`src/hdl/jcfe_pkg.sv`:
```
// shared types, character codes and helper functions for the json content extractor
// used by every module under hdl; depends on nothing
package jcfe_pkg;

  localparam int BLANK_DEPTH_DEF = 32;
  localparam int QUEUE_DEPTH     = 4;

  localparam logic [71:0] KEY_CHOICES = "\"choices\"";
  localparam logic [71:0] KEY_CONTENT = "\"content\"";

  localparam logic [7:0] CH_QUOTE   = 8'h22;
  localparam logic [7:0] CH_BSLASH  = 8'h5C;
  localparam logic [7:0] CH_COLON   = 8'h3A;
  localparam logic [7:0] CH_LOWER_U = 8'h75;
  localparam logic [7:0] CH_QMARK   = 8'h3F;
  localparam logic [7:0] CH_SPACE   = 8'h20;
  localparam logic [7:0] CH_TAB     = 8'h09;
  localparam logic [7:0] CH_LF      = 8'h0A;
  localparam logic [7:0] CH_CR      = 8'h0D;
  localparam logic [7:0] CH_BS      = 8'h08;
  localparam logic [7:0] CH_FF      = 8'h0C;
  localparam logic [7:0] CH_LOWER_N = 8'h6E;
  localparam logic [7:0] CH_LOWER_R = 8'h72;
  localparam logic [7:0] CH_LOWER_T = 8'h74;
  localparam logic [7:0] CH_LOWER_B = 8'h62;
  localparam logic [7:0] CH_LOWER_F = 8'h66;

  // event codes passed from front to back
  localparam logic [1:0] EV_CHAR    = 2'd0;
  localparam logic [1:0] EV_RESERVE = 2'd1;
  localparam logic [1:0] EV_END     = 2'd2;

  localparam logic KIND_BYTE   = 1'b0;
  localparam logic KIND_STATUS = 1'b1;

  localparam logic [1:0] ST_OK    = 2'd0;
  localparam logic [1:0] ST_FAIL  = 2'd1;
  localparam logic [1:0] ST_EMPTY = 2'd2;
  localparam logic [1:0] ST_OVF   = 2'd3;

  typedef struct packed {
    logic [1:0] op;
    logic [7:0] data;
    logic [1:0] n;
    logic       fail;
    logic       last;
  } ev_t;

  function automatic logic is_blank(input logic [7:0] c);
    return (c == CH_SPACE) || (c == CH_TAB) || (c == CH_LF) || (c == CH_CR);
  endfunction

  function automatic logic [7:0] esc_map(input logic [7:0] e);
    logic [7:0] r;
    r = e;
    if (e == CH_LOWER_N) r = CH_LF;
    else if (e == CH_LOWER_R) r = CH_CR;
    else if (e == CH_LOWER_T) r = CH_TAB;
    else if (e == CH_LOWER_B) r = CH_BS;
    else if (e == CH_LOWER_F) r = CH_FF;
    return r;
  endfunction

  // msb flags a non-hex byte, low nibble is the digit
  function automatic logic [4:0] hex_digit(input logic [7:0] c);
    logic [4:0] r;
    r = 5'b10000;
    if (c >= 8'h30 && c <= 8'h39) r = {1'b0, c[3:0]};
    else if ((c >= 8'h61 && c <= 8'h66) || (c >= 8'h41 && c <= 8'h46))
      r = {1'b0, c[3:0] + 4'd9};
    return r;
  endfunction

endpackage

```
`src/hdl/jcfe_front.sv`:
```
// front end: accepts body bytes, finds the keys, decodes escapes into events
// depends on jcfe_pkg; feeds jcfe_queue
module jcfe_front (
  input  logic             clk,
  input  logic             rst_n,
  input  logic             in_valid,
  output logic             in_stall,
  input  logic [7:0]       in_body_byte,
  input  logic             in_end_of_body,
  output logic             q_push,
  output jcfe_pkg::ev_t    q_wdata,
  input  logic             q_full
);

  localparam logic [3:0] PH_CHOICES = 4'd0;
  localparam logic [3:0] PH_CONTENT = 4'd1;
  localparam logic [3:0] PH_COLON   = 4'd2;
  localparam logic [3:0] PH_SKIPWS  = 4'd3;
  localparam logic [3:0] PH_STRING  = 4'd4;
  localparam logic [3:0] PH_BACKSL  = 4'd5;
  localparam logic [3:0] PH_HEX     = 4'd6;
  localparam logic [3:0] PH_DONE    = 4'd7;
  localparam logic [3:0] PH_FAIL    = 4'd8;

  localparam logic FR_RUN   = 1'b0;
  localparam logic FR_FLUSH = 1'b1;

  logic        fr_state_r, fr_state_nxt;
  logic [3:0]  phase_r, phase_nxt;
  logic [63:0] window_r, window_nxt;
  logic [15:0] hex_val_r, hex_val_nxt;
  logic [1:0]  hex_cnt_r, hex_cnt_nxt;
  logic        hex_bad_r, hex_bad_nxt;
  logic [1:0]  flush_k_r, flush_k_nxt;
  logic        fail_r, fail_nxt;
  logic [7:0]  held_r [3];
  logic [7:0]  held_nxt [3];

  logic          accept;
  logic [7:0]    c;
  logic [4:0]    hd;
  logic [2:0]    hex_cnt_inc;
  logic [15:0]   hex_val_step;
  logic          hex_bad_step;
  logic [3:0]    st_phase;
  logic          st_ev_valid;
  jcfe_pkg::ev_t st_ev;
  logic [15:0]   st_hex_val;
  logic [1:0]    st_hex_cnt;
  logic          st_hex_bad;
  logic          st_fail;
  logic          fl_push;
  logic          fl_adv;
  jcfe_pkg::ev_t fl_ev;

  assign in_stall = (fr_state_r != FR_RUN) || q_full;
  assign accept   = in_valid && !in_stall;
  assign c        = in_body_byte;

  // one byte through the phase machine
  always_comb begin
    hd           = jcfe_pkg::hex_digit(c);
    hex_cnt_inc  = {1'b0, hex_cnt_r} + 3'd1;
    hex_val_step = {hex_val_r[11:0], hd[3:0]};
    hex_bad_step = hex_bad_r | hd[4];
    st_phase     = phase_r;
    st_ev_valid  = 1'b0;
    st_ev        = '{op: jcfe_pkg::EV_CHAR, data: c, n: 2'd0, fail: 1'b0,
                     last: !in_end_of_body};
    st_hex_val   = hex_val_r;
    st_hex_cnt   = hex_cnt_r;
    st_hex_bad   = hex_bad_r;
    unique case (phase_r)
      PH_CHOICES: begin
        if ({window_r, c} == jcfe_pkg::KEY_CHOICES) st_phase = PH_CONTENT;
      end
      PH_CONTENT: begin
        if ({window_r, c} == jcfe_pkg::KEY_CONTENT) st_phase = PH_COLON;
      end
      PH_COLON: begin
        if (c == jcfe_pkg::CH_COLON) st_phase = PH_SKIPWS;
      end
      PH_SKIPWS: begin
        if (!jcfe_pkg::is_blank(c))
          st_phase = (c == jcfe_pkg::CH_QUOTE) ? PH_STRING : PH_FAIL;
      end
      PH_STRING: begin
        priority if (c == jcfe_pkg::CH_QUOTE) st_phase = PH_DONE;
        else if (c == jcfe_pkg::CH_BSLASH) st_phase = PH_BACKSL;
        else st_ev_valid = 1'b1;
      end
      PH_BACKSL: begin
        if (c == jcfe_pkg::CH_LOWER_U) begin
          st_phase   = PH_HEX;
          st_hex_val = 16'd0;
          st_hex_cnt = 2'd0;
          st_hex_bad = 1'b0;
        end else begin
          st_ev_valid = 1'b1;
          st_ev.data  = jcfe_pkg::esc_map(c);
          st_phase    = PH_STRING;
        end
      end
      PH_HEX: begin
        st_hex_val = hex_val_step;
        st_hex_bad = hex_bad_step;
        if (hex_cnt_inc == 3'd4) begin
          st_hex_cnt = 2'd0;
          st_phase   = PH_STRING;
          if (!hex_bad_step) begin
            st_ev_valid = 1'b1;
            st_ev.data  = (hex_val_step[15:7] == 9'd0) ? hex_val_step[7:0]
                                                       : jcfe_pkg::CH_QMARK;
          end
        end else begin
          st_hex_cnt  = hex_cnt_inc[1:0];
          st_ev_valid = 1'b1;
          st_ev.op    = jcfe_pkg::EV_RESERVE;
          st_ev.n     = hex_cnt_inc[1:0];
        end
      end
      default: ;
    endcase
    st_fail = !((st_phase == PH_STRING) || (st_phase == PH_BACKSL) ||
                (st_phase == PH_HEX) || (st_phase == PH_DONE));
  end

  // held bytes replayed as text after a cut-short escape, then the end event
  always_comb begin
    fl_push = 1'b0;
    fl_adv  = 1'b0;
    fl_ev   = '{op: jcfe_pkg::EV_CHAR, data: held_r[0], n: 2'd0, fail: 1'b0,
                last: 1'b0};
    if (flush_k_r == 2'd0) begin
      fl_push     = 1'b1;
      fl_ev.op    = jcfe_pkg::EV_END;
      fl_ev.data  = 8'd0;
      fl_ev.fail  = fail_r;
      fl_ev.last  = 1'b1;
    end else if (held_r[0] == jcfe_pkg::CH_QUOTE) begin
      fl_adv = 1'b1;
    end else if (held_r[0] == jcfe_pkg::CH_BSLASH && flush_k_r >= 2'd2) begin
      fl_push    = (held_r[1] != jcfe_pkg::CH_LOWER_U);
      fl_ev.data = jcfe_pkg::esc_map(held_r[1]);
      fl_adv     = !fl_push || !q_full;
    end else begin
      fl_push = 1'b1;
      fl_adv  = !q_full;
    end
  end

  always_comb begin
    fr_state_nxt = fr_state_r;
    phase_nxt    = phase_r;
    window_nxt   = window_r;
    hex_val_nxt  = hex_val_r;
    hex_cnt_nxt  = hex_cnt_r;
    hex_bad_nxt  = hex_bad_r;
    flush_k_nxt  = flush_k_r;
    fail_nxt     = fail_r;
    held_nxt     = held_r;
    q_push       = 1'b0;
    q_wdata      = st_ev;
    unique case (fr_state_r)
      FR_RUN: begin
        if (accept) begin
          q_push      = st_ev_valid;
          phase_nxt   = st_phase;
          hex_val_nxt = st_hex_val;
          hex_cnt_nxt = st_hex_cnt;
          hex_bad_nxt = st_hex_bad;
          if (phase_r == PH_CHOICES || phase_r == PH_CONTENT)
            window_nxt = {window_r[55:0], c};
          if (phase_r == PH_HEX && hex_cnt_r != 2'd3)
            held_nxt[hex_cnt_r] = c;
          if (in_end_of_body) begin
            phase_nxt    = PH_CHOICES;
            window_nxt   = 64'd0;
            hex_val_nxt  = 16'd0;
            hex_cnt_nxt  = 2'd0;
            hex_bad_nxt  = 1'b0;
            fail_nxt     = st_fail;
            fr_state_nxt = FR_FLUSH;
            flush_k_nxt  = 2'd0;
            if (st_phase == PH_BACKSL) begin
              held_nxt[0] = jcfe_pkg::CH_BSLASH;
              flush_k_nxt = 2'd1;
            end else if (st_phase == PH_HEX) begin
              flush_k_nxt = st_hex_cnt;
            end
          end
        end
      end
      FR_FLUSH: begin
        q_push  = fl_push && !q_full;
        q_wdata = fl_ev;
        if (flush_k_r == 2'd0) begin
          if (!q_full) fr_state_nxt = FR_RUN;
        end else if (held_r[0] == jcfe_pkg::CH_QUOTE) begin
          flush_k_nxt = 2'd0;
        end else if (held_r[0] == jcfe_pkg::CH_BSLASH && flush_k_r >= 2'd2) begin
          if (fl_adv) begin
            held_nxt[0] = held_r[2];
            flush_k_nxt = flush_k_r - 2'd2;
          end
        end else if (fl_adv) begin
          held_nxt[0] = held_r[1];
          held_nxt[1] = held_r[2];
          flush_k_nxt = flush_k_r - 2'd1;
        end
      end
    endcase
  end

  always_ff @(posedge clk) begin
    if (!rst_n) begin
      fr_state_r <= FR_RUN;
      phase_r    <= PH_CHOICES;
      window_r   <= 64'd0;
      hex_val_r  <= 16'd0;
      hex_cnt_r  <= 2'd0;
      hex_bad_r  <= 1'b0;
      flush_k_r  <= 2'd0;
      fail_r     <= 1'b0;
    end else begin
      fr_state_r <= fr_state_nxt;
      phase_r    <= phase_nxt;
      window_r   <= window_nxt;
      hex_val_r  <= hex_val_nxt;
      hex_cnt_r  <= hex_cnt_nxt;
      hex_bad_r  <= hex_bad_nxt;
      flush_k_r  <= flush_k_nxt;
      fail_r     <= fail_nxt;
    end
  end

  always_ff @(posedge clk) begin
    held_r <= held_nxt;
  end

endmodule

```
`src/hdl/jcfe_queue.sv`:
```
// short event queue between front and back end
// depends on jcfe_pkg for the event type and depth
module jcfe_queue (
  input  logic          clk,
  input  logic          rst_n,
  input  logic          push,
  input  jcfe_pkg::ev_t wdata,
  output logic          full,
  output logic          valid,
  output jcfe_pkg::ev_t rdata,
  input  logic          pop
);

  localparam int QP_W = (jcfe_pkg::QUEUE_DEPTH > 1) ? $clog2(jcfe_pkg::QUEUE_DEPTH) : 1;
  localparam int QC_W = $clog2(jcfe_pkg::QUEUE_DEPTH + 1);
  localparam logic [QP_W-1:0] QP_LAST = QP_W'(jcfe_pkg::QUEUE_DEPTH - 1);
  localparam logic [QC_W-1:0] QC_FULL = QC_W'(jcfe_pkg::QUEUE_DEPTH);

  jcfe_pkg::ev_t   slot_r [jcfe_pkg::QUEUE_DEPTH];
  logic [QP_W-1:0] rd_ptr_r, rd_ptr_nxt;
  logic [QP_W-1:0] wr_ptr_r, wr_ptr_nxt;
  logic [QC_W-1:0] cnt_r, cnt_nxt;
  logic            do_push, do_pop;

  assign full    = (cnt_r == QC_FULL);
  assign valid   = (cnt_r != '0);
  assign rdata   = slot_r[rd_ptr_r];
  assign do_push = push && !full;
  assign do_pop  = pop && valid;

  always_comb begin
    rd_ptr_nxt = rd_ptr_r;
    wr_ptr_nxt = wr_ptr_r;
    cnt_nxt    = cnt_r;
    if (do_push) wr_ptr_nxt = (wr_ptr_r == QP_LAST) ? '0 : wr_ptr_r + 1'b1;
    if (do_pop)  rd_ptr_nxt = (rd_ptr_r == QP_LAST) ? '0 : rd_ptr_r + 1'b1;
    if (do_push && !do_pop) cnt_nxt = cnt_r + 1'b1;
    else if (do_pop && !do_push) cnt_nxt = cnt_r - 1'b1;
  end

  always_ff @(posedge clk) begin
    if (!rst_n) begin
      rd_ptr_r <= '0;
      wr_ptr_r <= '0;
      cnt_r    <= '0;
    end else begin
      rd_ptr_r <= rd_ptr_nxt;
      wr_ptr_r <= wr_ptr_nxt;
      cnt_r    <= cnt_nxt;
    end
  end

  always_ff @(posedge clk) begin
    if (do_push) slot_r[wr_ptr_r] <= wdata;
  end

endmodule

```
`src/hdl/jcfe_back.sv`:
```
// back end: trims blanks through the pending-blank store and drives the result register
// depends on jcfe_pkg; takes events from jcfe_queue
module jcfe_back #(
  parameter int BLANK_DEPTH = jcfe_pkg::BLANK_DEPTH_DEF
) (
  input  logic          clk,
  input  logic          rst_n,
  input  logic          q_valid,
  input  jcfe_pkg::ev_t q_rdata,
  output logic          q_pop,
  output logic          out_valid,
  input  logic          out_stall,
  output logic          out_kind,
  output logic [7:0]    out_data_byte,
  output logic [1:0]    out_status,
  output logic          out_last
);

  localparam int PTR_W = (BLANK_DEPTH > 1) ? $clog2(BLANK_DEPTH) : 1;
  localparam int CNT_W = $clog2(BLANK_DEPTH + 1);
  localparam logic [CNT_W-1:0] CNT_FULL  = CNT_W'(BLANK_DEPTH);
  localparam logic [CNT_W:0]   SUM_LIMIT = (CNT_W + 1)'(BLANK_DEPTH);
  localparam logic [PTR_W-1:0] PTR_LAST  = PTR_W'(BLANK_DEPTH - 1);

  localparam logic [1:0] BK_IDLE = 2'd0;
  localparam logic [1:0] BK_RD   = 2'd1;
  localparam logic [1:0] BK_POP  = 2'd2;

  logic [1:0]       bk_state_r, bk_state_nxt;
  logic [PTR_W-1:0] head_r, head_nxt;
  logic [PTR_W-1:0] tail_r, tail_nxt;
  logic [CNT_W-1:0] cnt_r, cnt_nxt;
  logic             started_r, started_nxt;
  logic             ovf_r, ovf_nxt;
  logic             out_valid_r;
  logic             out_kind_r;
  logic [7:0]       out_data_r;
  logic [1:0]       out_status_r;
  logic             out_last_r;
  logic [7:0]       mem_r [BLANK_DEPTH];
  logic [7:0]       rd_data_r;

  jcfe_pkg::ev_t    ev;
  logic             out_free;
  logic             ev_blank;
  logic [CNT_W-1:0] cnt_dec;
  logic             res_over;
  logic             res_over_dec;
  logic [PTR_W-1:0] head_inc, tail_inc;
  logic [1:0]       status_code;
  logic             mem_we;
  logic             emit;
  logic             emit_kind;
  logic [7:0]       emit_data;
  logic [1:0]       emit_status;
  logic             emit_last;
  logic             end_take;

  assign ev           = q_rdata;
  assign out_free     = !out_valid_r || !out_stall;
  assign ev_blank     = jcfe_pkg::is_blank(ev.data);
  assign cnt_dec      = cnt_r - 1'b1;
  assign res_over     = (cnt_r != '0) &&
                        (({1'b0, cnt_r} + (CNT_W + 1)'(ev.n)) > SUM_LIMIT);
  assign res_over_dec = (cnt_dec != '0) &&
                        (({1'b0, cnt_dec} + (CNT_W + 1)'(ev.n)) > SUM_LIMIT);
  assign head_inc     = (head_r == PTR_LAST) ? '0 : head_r + 1'b1;
  assign tail_inc     = (tail_r == PTR_LAST) ? '0 : tail_r + 1'b1;
  assign end_take     = (bk_state_r == BK_IDLE) && q_valid &&
                        (ev.op == jcfe_pkg::EV_END) && out_free;

  always_comb begin
    priority if (ev.fail) status_code = jcfe_pkg::ST_FAIL;
    else if (!started_r) status_code = jcfe_pkg::ST_EMPTY;
    else if (ovf_r) status_code = jcfe_pkg::ST_OVF;
    else status_code = jcfe_pkg::ST_OK;
  end

  always_comb begin
    bk_state_nxt = bk_state_r;
    head_nxt     = head_r;
    tail_nxt     = tail_r;
    cnt_nxt      = cnt_r;
    started_nxt  = started_r;
    ovf_nxt      = ovf_r;
    q_pop        = 1'b0;
    mem_we       = 1'b0;
    emit         = 1'b0;
    emit_kind    = jcfe_pkg::KIND_BYTE;
    emit_data    = ev.data;
    emit_status  = jcfe_pkg::ST_OK;
    emit_last    = ev.last;
    unique case (bk_state_r)
      BK_IDLE: begin
        if (q_valid) begin
          case (ev.op)
            jcfe_pkg::EV_CHAR: begin
              if (ev_blank) begin
                priority if (!started_r) begin
                  q_pop = 1'b1;
                end else if (cnt_r == CNT_FULL) begin
                  bk_state_nxt = BK_RD;
                end else begin
                  mem_we   = 1'b1;
                  tail_nxt = tail_inc;
                  cnt_nxt  = cnt_r + 1'b1;
                  q_pop    = 1'b1;
                end
              end else if (cnt_r != '0) begin
                bk_state_nxt = BK_RD;
              end else if (out_free) begin
                emit        = 1'b1;
                started_nxt = 1'b1;
                q_pop       = 1'b1;
              end
            end
            jcfe_pkg::EV_RESERVE: begin
              if (res_over) bk_state_nxt = BK_RD;
              else q_pop = 1'b1;
            end
            jcfe_pkg::EV_END: begin
              if (out_free) begin
                emit        = 1'b1;
                emit_kind   = jcfe_pkg::KIND_STATUS;
                emit_data   = 8'd0;
                emit_status = status_code;
                emit_last   = 1'b1;
                started_nxt = 1'b0;
                ovf_nxt     = 1'b0;
                cnt_nxt     = '0;
                head_nxt    = '0;
                tail_nxt    = '0;
                q_pop       = 1'b1;
              end
            end
            default: q_pop = 1'b1;
          endcase
        end
      end
      BK_RD: begin
        bk_state_nxt = BK_POP;
      end
      BK_POP: begin
        if (out_free) begin
          emit      = 1'b1;
          emit_data = rd_data_r;
          head_nxt  = head_inc;
          cnt_nxt   = cnt_dec;
          priority if (ev.op == jcfe_pkg::EV_CHAR && ev_blank) begin
            ovf_nxt      = 1'b1;
            mem_we       = 1'b1;
            tail_nxt     = tail_inc;
            cnt_nxt      = cnt_r;
            q_pop        = 1'b1;
            bk_state_nxt = BK_IDLE;
          end else if (ev.op == jcfe_pkg::EV_CHAR) begin
            emit_last    = 1'b0;
            bk_state_nxt = (cnt_dec != '0) ? BK_RD : BK_IDLE;
          end else if (ev.op == jcfe_pkg::EV_RESERVE) begin
            ovf_nxt   = 1'b1;
            emit_last = ev.last && !res_over_dec;
            if (res_over_dec) begin
              bk_state_nxt = BK_RD;
            end else begin
              q_pop        = 1'b1;
              bk_state_nxt = BK_IDLE;
            end
          end else begin
            emit_last    = 1'b0;
            bk_state_nxt = BK_IDLE;
          end
        end
      end
      default: bk_state_nxt = BK_IDLE;
    endcase
  end

  always_ff @(posedge clk) begin
    if (!rst_n) begin
      bk_state_r  <= BK_IDLE;
      head_r      <= '0;
      tail_r      <= '0;
      cnt_r       <= '0;
      started_r   <= 1'b0;
      ovf_r       <= 1'b0;
      out_valid_r <= 1'b0;
    end else begin
      bk_state_r <= bk_state_nxt;
      head_r     <= head_nxt;
      tail_r     <= tail_nxt;
      cnt_r      <= cnt_nxt;
      started_r  <= started_nxt;
      ovf_r      <= ovf_nxt;
      if (emit) out_valid_r <= 1'b1;
      else if (!out_stall) out_valid_r <= 1'b0;
    end
  end

  always_ff @(posedge clk) begin
    if (emit) begin
      out_kind_r   <= emit_kind;
      out_data_r   <= emit_data;
      out_status_r <= emit_status;
      out_last_r   <= emit_last;
    end
  end

  // pending-blank store
  always_ff @(posedge clk) begin
    if (mem_we) mem_r[tail_r] <= ev.data;
    rd_data_r <= mem_r[head_r];
  end

  assign out_valid     = out_valid_r;
  assign out_kind      = out_kind_r;
  assign out_data_byte = out_data_r;
  assign out_status    = out_status_r;
  assign out_last      = out_last_r;

  a_rd_then_pop: assert property (@(posedge clk) disable iff (!rst_n)
    (bk_state_r == BK_RD) |=> (bk_state_r == BK_POP))
    else $error("store read not followed by release");

  a_pop_has_blank: assert property (@(posedge clk) disable iff (!rst_n)
    (bk_state_r == BK_POP) |-> (cnt_r != '0))
    else $error("release from an empty blank store");

  a_pop_word_blank: assert property (@(posedge clk) disable iff (!rst_n)
    (bk_state_r == BK_POP && out_free) |=>
      (out_valid_r && out_kind_r == jcfe_pkg::KIND_BYTE &&
       jcfe_pkg::is_blank(out_data_r)))
    else $error("released word is not a blank");

  a_end_clears: assert property (@(posedge clk) disable iff (!rst_n)
    end_take |=> (cnt_r == '0 && !started_r && !ovf_r))
    else $error("status word did not clear body state");

endmodule

```
`src/hdl/json_content_field_extractor.sv`:
```
// Streams the decoded, trimmed string value of the first "content" key after
// the first "choices" key of a JSON body, then one status word per body.
// Input channel in_*: one body byte per word, in_end_of_body on the final byte.
// Output channel out_*: out_kind 0 carries a content byte, out_kind 1 the
// status; out_last marks the final result word caused by an input word.
// Both channels move a word on a clock edge with valid high and stall low.
// Throughput: one body byte per cycle while the four-word event queue has
// room and no end-of-body flush is under way. Each held blank is released
// through state BK_RD, the registered read of the blank store, then BK_POP;
// end of body holds in_stall while held escape bytes and the status word are
// queued. With the queue and result register empty, a content byte is written
// to a queue slot as its input word is accepted, then to the result register.
// Reset (rst_n low, synchronous) clears all control state; the blank store
// needs no clearing pass. A stalled result holds; the queue then fills and
// in_stall rises until the receiver takes words again.
// depends on jcfe_pkg, jcfe_front, jcfe_queue, jcfe_back
module json_content_field_extractor #(
  parameter int BLANK_DEPTH = jcfe_pkg::BLANK_DEPTH_DEF
) (
  input  logic       clk,
  input  logic       rst_n,
  input  logic       in_valid,
  output logic       in_stall,
  input  logic [7:0] in_body_byte,
  input  logic       in_end_of_body,
  output logic       out_valid,
  input  logic       out_stall,
  output logic       out_kind,
  output logic [7:0] out_data_byte,
  output logic [1:0] out_status,
  output logic       out_last
);

  logic          q_push;
  jcfe_pkg::ev_t q_wdata;
  logic          q_full;
  logic          q_valid;
  jcfe_pkg::ev_t q_rdata;
  logic          q_pop;

  jcfe_front u_front (
    .clk            (clk),
    .rst_n          (rst_n),
    .in_valid       (in_valid),
    .in_stall       (in_stall),
    .in_body_byte   (in_body_byte),
    .in_end_of_body (in_end_of_body),
    .q_push         (q_push),
    .q_wdata        (q_wdata),
    .q_full         (q_full)
  );

  jcfe_queue u_queue (
    .clk   (clk),
    .rst_n (rst_n),
    .push  (q_push),
    .wdata (q_wdata),
    .full  (q_full),
    .valid (q_valid),
    .rdata (q_rdata),
    .pop   (q_pop)
  );

  jcfe_back #(
    .BLANK_DEPTH (BLANK_DEPTH)
  ) u_back (
    .clk           (clk),
    .rst_n         (rst_n),
    .q_valid       (q_valid),
    .q_rdata       (q_rdata),
    .q_pop         (q_pop),
    .out_valid     (out_valid),
    .out_stall     (out_stall),
    .out_kind      (out_kind),
    .out_data_byte (out_data_byte),
    .out_status    (out_status),
    .out_last      (out_last)
  );

endmodule
```
`config.mk`:
```
export PLATFORM = sky130hd
export DESIGN_NAME = json_content_field_extractor
export DESIGN_NICKNAME = d
export VERILOG_FILES = /design/src/hdl/jcfe_pkg.sv /design/src/hdl/jcfe_front.sv /design/src/hdl/jcfe_queue.sv /design/src/hdl/jcfe_back.sv /design/src/hdl/json_content_field_extractor.sv
export SDC_FILE = /design/constraint.sdc
export NUM_CORES = 1
export LEC_CHECK = 0
export BUFFER_PORTS_ARGS = -buffer_cell sky130_fd_sc_hd__clkbuf_2
export CAP_MARGIN = 40
export CORE_ASPECT_RATIO = 1.4
export CORE_MARGIN = 2
export CORE_UTILIZATION = 60
export CTS_BUF_LIST = sky130_fd_sc_hd__clkbuf_16
export DETAILED_ROUTE_END_ITERATION = 8
export GPL_TIMING_DRIVEN = 0
export PLACE_DENSITY = 0.83
export RECOVER_POWER = 100
export SLEW_MARGIN = 20
export SYNTH_ARGS = -nofsm -noshare
export SYNTH_HDL_FRONTEND = slang
export SYNTH_SLANG_ARGS = --single-unit
export TNS_END_PERCENT = 20
```
`constraint.sdc`:
```
create_clock -name clk -period 5.06 [get_ports clk]
set_clock_uncertainty 0.2 [all_clocks]
set_input_delay 0.506 -clock clk [delete_from_list [all_inputs] [get_ports clk]]
set_output_delay 0.506 -clock clk [all_outputs]
set_load 0.01 [all_outputs]
```
==> out/metrics.csv <==
stage,metric,value,unit
clocking,TritonCTS Sinks,473,
cells_and_area,Nets,1610,
critical_path,Worst setup EP type,register,
sta,Slew headroom,18.40,%
hold_path,worst hold stages,1,
critical_path,critical-path cell list,buf_6 > buf_12 > mux4_1 > inv_1 > fa_1 > nor2b_1 > nor2b_1 > a31oi_1 > a2bb2oi_2 > mux2i_1 > a22oi_2 > ha_1 > inv_1 > fa_1 > xor2_1 > or3_1 > a21oi_1,
clocking,clock-pin slew on the worst setup and hold paths,0.07,ns
sta,RSZ-0062 raised after global routing,no,
routing,Vias/cell,6.563,
sta,Fmax,209.1,MHz
power_and_ir_drop,power share of the clock group,31.4,%
routing,DR vias,13440,
clocking,CTS Root Cell,clkbuf_16,
power_and_ir_drop,PD cells,457.0,mW/mm²
clocking,CTS max path bufs,3,
sta,fin. max-slew vios,0,
floorplanning,core area,0.03383,mm²
logic_synthesis,Synth Instances,1470,
logic_synthesis,warning count from the yosys run,0,
logic_synthesis,mapped cell area,0.02050,mm²
grt,global-route wire length before repair,76510,µm
floorplanning,die area,0.03568,mm²
critical_path,WP data required,5.35,ns
floorplanning,I/O Pins,27,
floorplanning,chip width,160.2,µm
power_and_ir_drop,P_int,0.007371,W
routing,DR pass1 iterations,7,
cells_and_area,sequential cell area,0.01295,mm²
power_and_ir_drop,maximum vdd ir drop,336.5,µV
grt,initial antenna violation count,1,
critical_path,critical path class,register to register,
cells_and_area,FILL cells,2379,
routing,drt drc,0,
critical_path,worst stage delay on the critical path,0.69,ns
place,GP Congestion,0.9668,
critical_path,critical path startpoint category,register,
run,# Max-Cap Violations,0,
hold_path,Hold Crit Start,in_body_byte[3],
power_and_ir_drop,switching share of power,29.02,%
hold_path,hold endpoint,u_front.held_r[3]$_DFFE_PP_,
critical_path,CP max-delay cell,mux4_1,
routing,initial drt markers,1330,
cells_and_area,multi-input logic area,0.007043,mm²
power_and_ir_drop,sw power,0.003014,W
place,placed cell areas,0.02129,mm²
clocking,TritonCTS clock tree,built,
critical_path,Reg2Reg Capture Point,u_queue.cnt_r[2]$_SDFFE_PN0P_,
routing,per-cell routed wire length,24.29,µm
cells_and_area,synthesis-to-finish area growth,10.85,%
sta,minimum clock period,4.782,ns
logic_synthesis,number of synthesized flops with an enable pin,348,
grt,largest net degree at the start of global routing,37,
cells_and_area,design area,0.02272,mm²
power_and_ir_drop,logic gate share of total power,22.6,%
logic_synthesis,asr flop ratio synth,0,%
outcome,outcome,"finished, final reports clean",
critical_path,"Largest delay share family, worst path",adder cells,
logic_synthesis,syn nets,1517,
floorplanning,Starting Density,60.59,%
cells_and_area,fraction of layout cells with a size suffix above 1,11.90,%
power_and_ir_drop,Leak Pwr,7.349,nW
sta,setup violators final,0,
critical_path,Worst path depth,17,
place,DP Wirelength,33920,µm
routing,final WL,49750,µm
clocking,Skew-Pair Late Insertion Delay,0.57,ns
sta,Worst-Margin Slew,1.211,ns
critical_path,WP buf/inv,4,
place,port buffer count,25,
floorplanning,die height,222.7,µm
critical_path,reg2reg path depth,17,
sta,final worst-path cycle share,94.50,%
critical_path,r2r setup slk,0.28,ns
cells_and_area,# diodes,0,
routing,Final ANT Viol Nets,0,
sta,Fin Hold WS,0.1126,ns
critical_path,worst-path fanout max,10,
critical_path,worst path arrival time,5.07,ns
grt,vias in the first global route,13380,
grt,GRT Total Usage,28.00,%
hold_path,Worst Hold Class,primary input to register,
clocking,H-tree depth,2,
logic_synthesis,Synth Flop Type,edfxtp_1,
grt,aggregate global routing overflow,0,
sta,"Hold Vio Cnt, Final",0,
logic_synthesis,Syn Area/Cell,13.94,µm²
floorplanning,Cell Rows,80,
logic_synthesis,Seq cells post-synth,473,
logic_synthesis,sequential area share after synthesis,63.19,%
clocking,CTS Buf Count,42,
power_and_ir_drop,Seq pwr share,46.0,%
logic_synthesis,synth unique cells,89,
## sequential cells by signal, summed over array words and instances, names as in the netlist, 3 cells and up, named ones only
name / count
u_back.mem_r: 256
u_front.hex_val_r: 12
u_back.cnt_r: 6
u_back.head_r: 5
u_queue.slot_r: 56
u_back.out_data_byte: 8
u_front.window_r: 64
u_front.held_r: 24
u_queue.cnt_r: 3
u_back.tail_r: 5
u_back.rd_data_r: 8
u_front.phase_r: 4
## Yosys cell counts, types with 7 or more instances
| master | count | share of area [%] |
|---|---|---|
| buf_1 | 8 | 0.15 |
| nor4_1 | 7 | 0.21 |
| o211ai_1 | 9 | 0.33 |
| edfxtp_1 | 348 | 51 |
| mux2i_1 | 15 | 0.73 |
| mux4_2 | 88 | 9.7 |
| dfxtp_1 | 125 | 12 |
| nor2b_1 | 13 | 0.40 |
| nand3_1 | 20 | 0.49 |
| or3_1 | 12 | 0.37 |
| mux2_2 | 11 | 0.60 |
| nor2_1 | 170 | 3.1 |
| a21oi_1 | 64 | 1.6 |
| and3_1 | 14 | 0.43 |
| inv_1 | 35 | 0.64 |
| clkbuf_1 | 75 | 1.4 |
| and2_1 | 8 | 0.24 |
| nand2b_1 | 9 | 0.27 |
| nand2_1 | 66 | 1.2 |
| nand4_1 | 10 | 0.31 |
| a31oi_1 | 14 | 0.43 |
| a22o_1 | 16 | 0.68 |
| nor3_1 | 29 | 0.71 |
| ha_1 | 31 | 1.9 |
| a22oi_1 | 79 | 2.9 |
| o21ai_0 | 41 | 1.0 |
## power groups by stage
stage / combinational, W / sequential [W] / clock (W)
after detailed placement: 0.00229 / 0.00485 / 0
after floorplan: 0.00154 / 0.00484 / 0
final: 0.00234 / 0.00478 / 0.00327
after global routing: 0.00253 / 0.00479 / 0.00343
after CTS: 0.00234 / 0.00477 / 0.00329
after global placement: 0.00212 / 0.00484 / 0
## cell families after synthesis
logic type | Yosys count | synth area share, %
flip-flops | 473 | 63.19
AND/OR/NAND/NOR | 414 | 10.18
AO/OA/AOI/OAI | 299 | 10.01
buffers and inverters | 125 | 2.454
multiplexers | 120 | 11.77
adder cells (fa/ha/maj) | 34 | 2.185
XOR/XNOR | 5 | 0.2136
## layer usage
layer	vias up	global-route usage, %	share of wire (%)
met3	173	3.752	6.2
met1	6628	31.79	34
met5	-	0	0.026
met4	2	14.18	5.6
li1	5954	-	-
met2	685	51.57	54
## layout by cell type, fill, tap and decap left out, drive strengths merged, types with 13 or more instances in the layout
master and count:
and3 14, mux2i 15, o21ai 45, nand2 66, nor2b 13, clkbuf 162, nor2 171, edfxtp 348
ha 31, buf 16, inv 46, a21oi 64, dfxtp 125, nand3 20, clkinv 17, nor3 31
mux4 94, a22oi 79, a31oi 14, a22o 16
## per-stage QoR
step           power [W]  cells  setup WS, ns  TNS [ns]  utilization, %
6_report         0.01039   2048        0.2781         0           67.16
5_1_grt          0.01076   2048       0.03920         0           67.16
4_1_cts          0.01041   2037       0.07000         0           67.18
3_5_place_dp    0.007139   1956      -0.01341  -0.01341           62.92
3_3_place_gp    0.006965   1946       0.06755         0           62.63
2_1_floorplan   0.006379   1470        0.6763         0               -
## timing repair
item	in CTS	in global routing
hold endpoints to repair	3	0
setup buffers	0	2
resized for setup	1	2
pin swaps	0	1
endpoints found under the setup margin	1	1
hold buffers	3	0
## area by class of cell
type                       count  area share (%)
sequential                   473           57.00
tap                          451           2.483
clock inverter                35           1.443
buffer                        89           1.608
inverter                      36          0.5947
clock buffer                  43           4.735
timing repair buffer          49           1.140
multi-input combinational    872           31.00
## how the worst max path moves through the flow
| stage | end | slack (ns) | startpoint |
|---|---|---|---|
| finish | u_queue.cnt_r[2]$_SDFFE_PN0P_ | 0.28 | register |
| floorplan | u_queue.cnt_r[2]$_SDFFE_PN0P_ | 0.68 | register |
| global route | u_queue.cnt_r[2]$_SDFFE_PN0P_ | 0.04 | register |
| detailed placement | u_queue.cnt_r[2]$_SDFFE_PN0P_ | -0.01 | register |
| CTS | u_queue.cnt_r[2]$_SDFFE_PN0P_ | 0.07 | register |
| global placement | u_queue.cnt_r[2]$_SDFFE_PN0P_ | 0.07 | register |
Power figures use the tool's default switching activity.
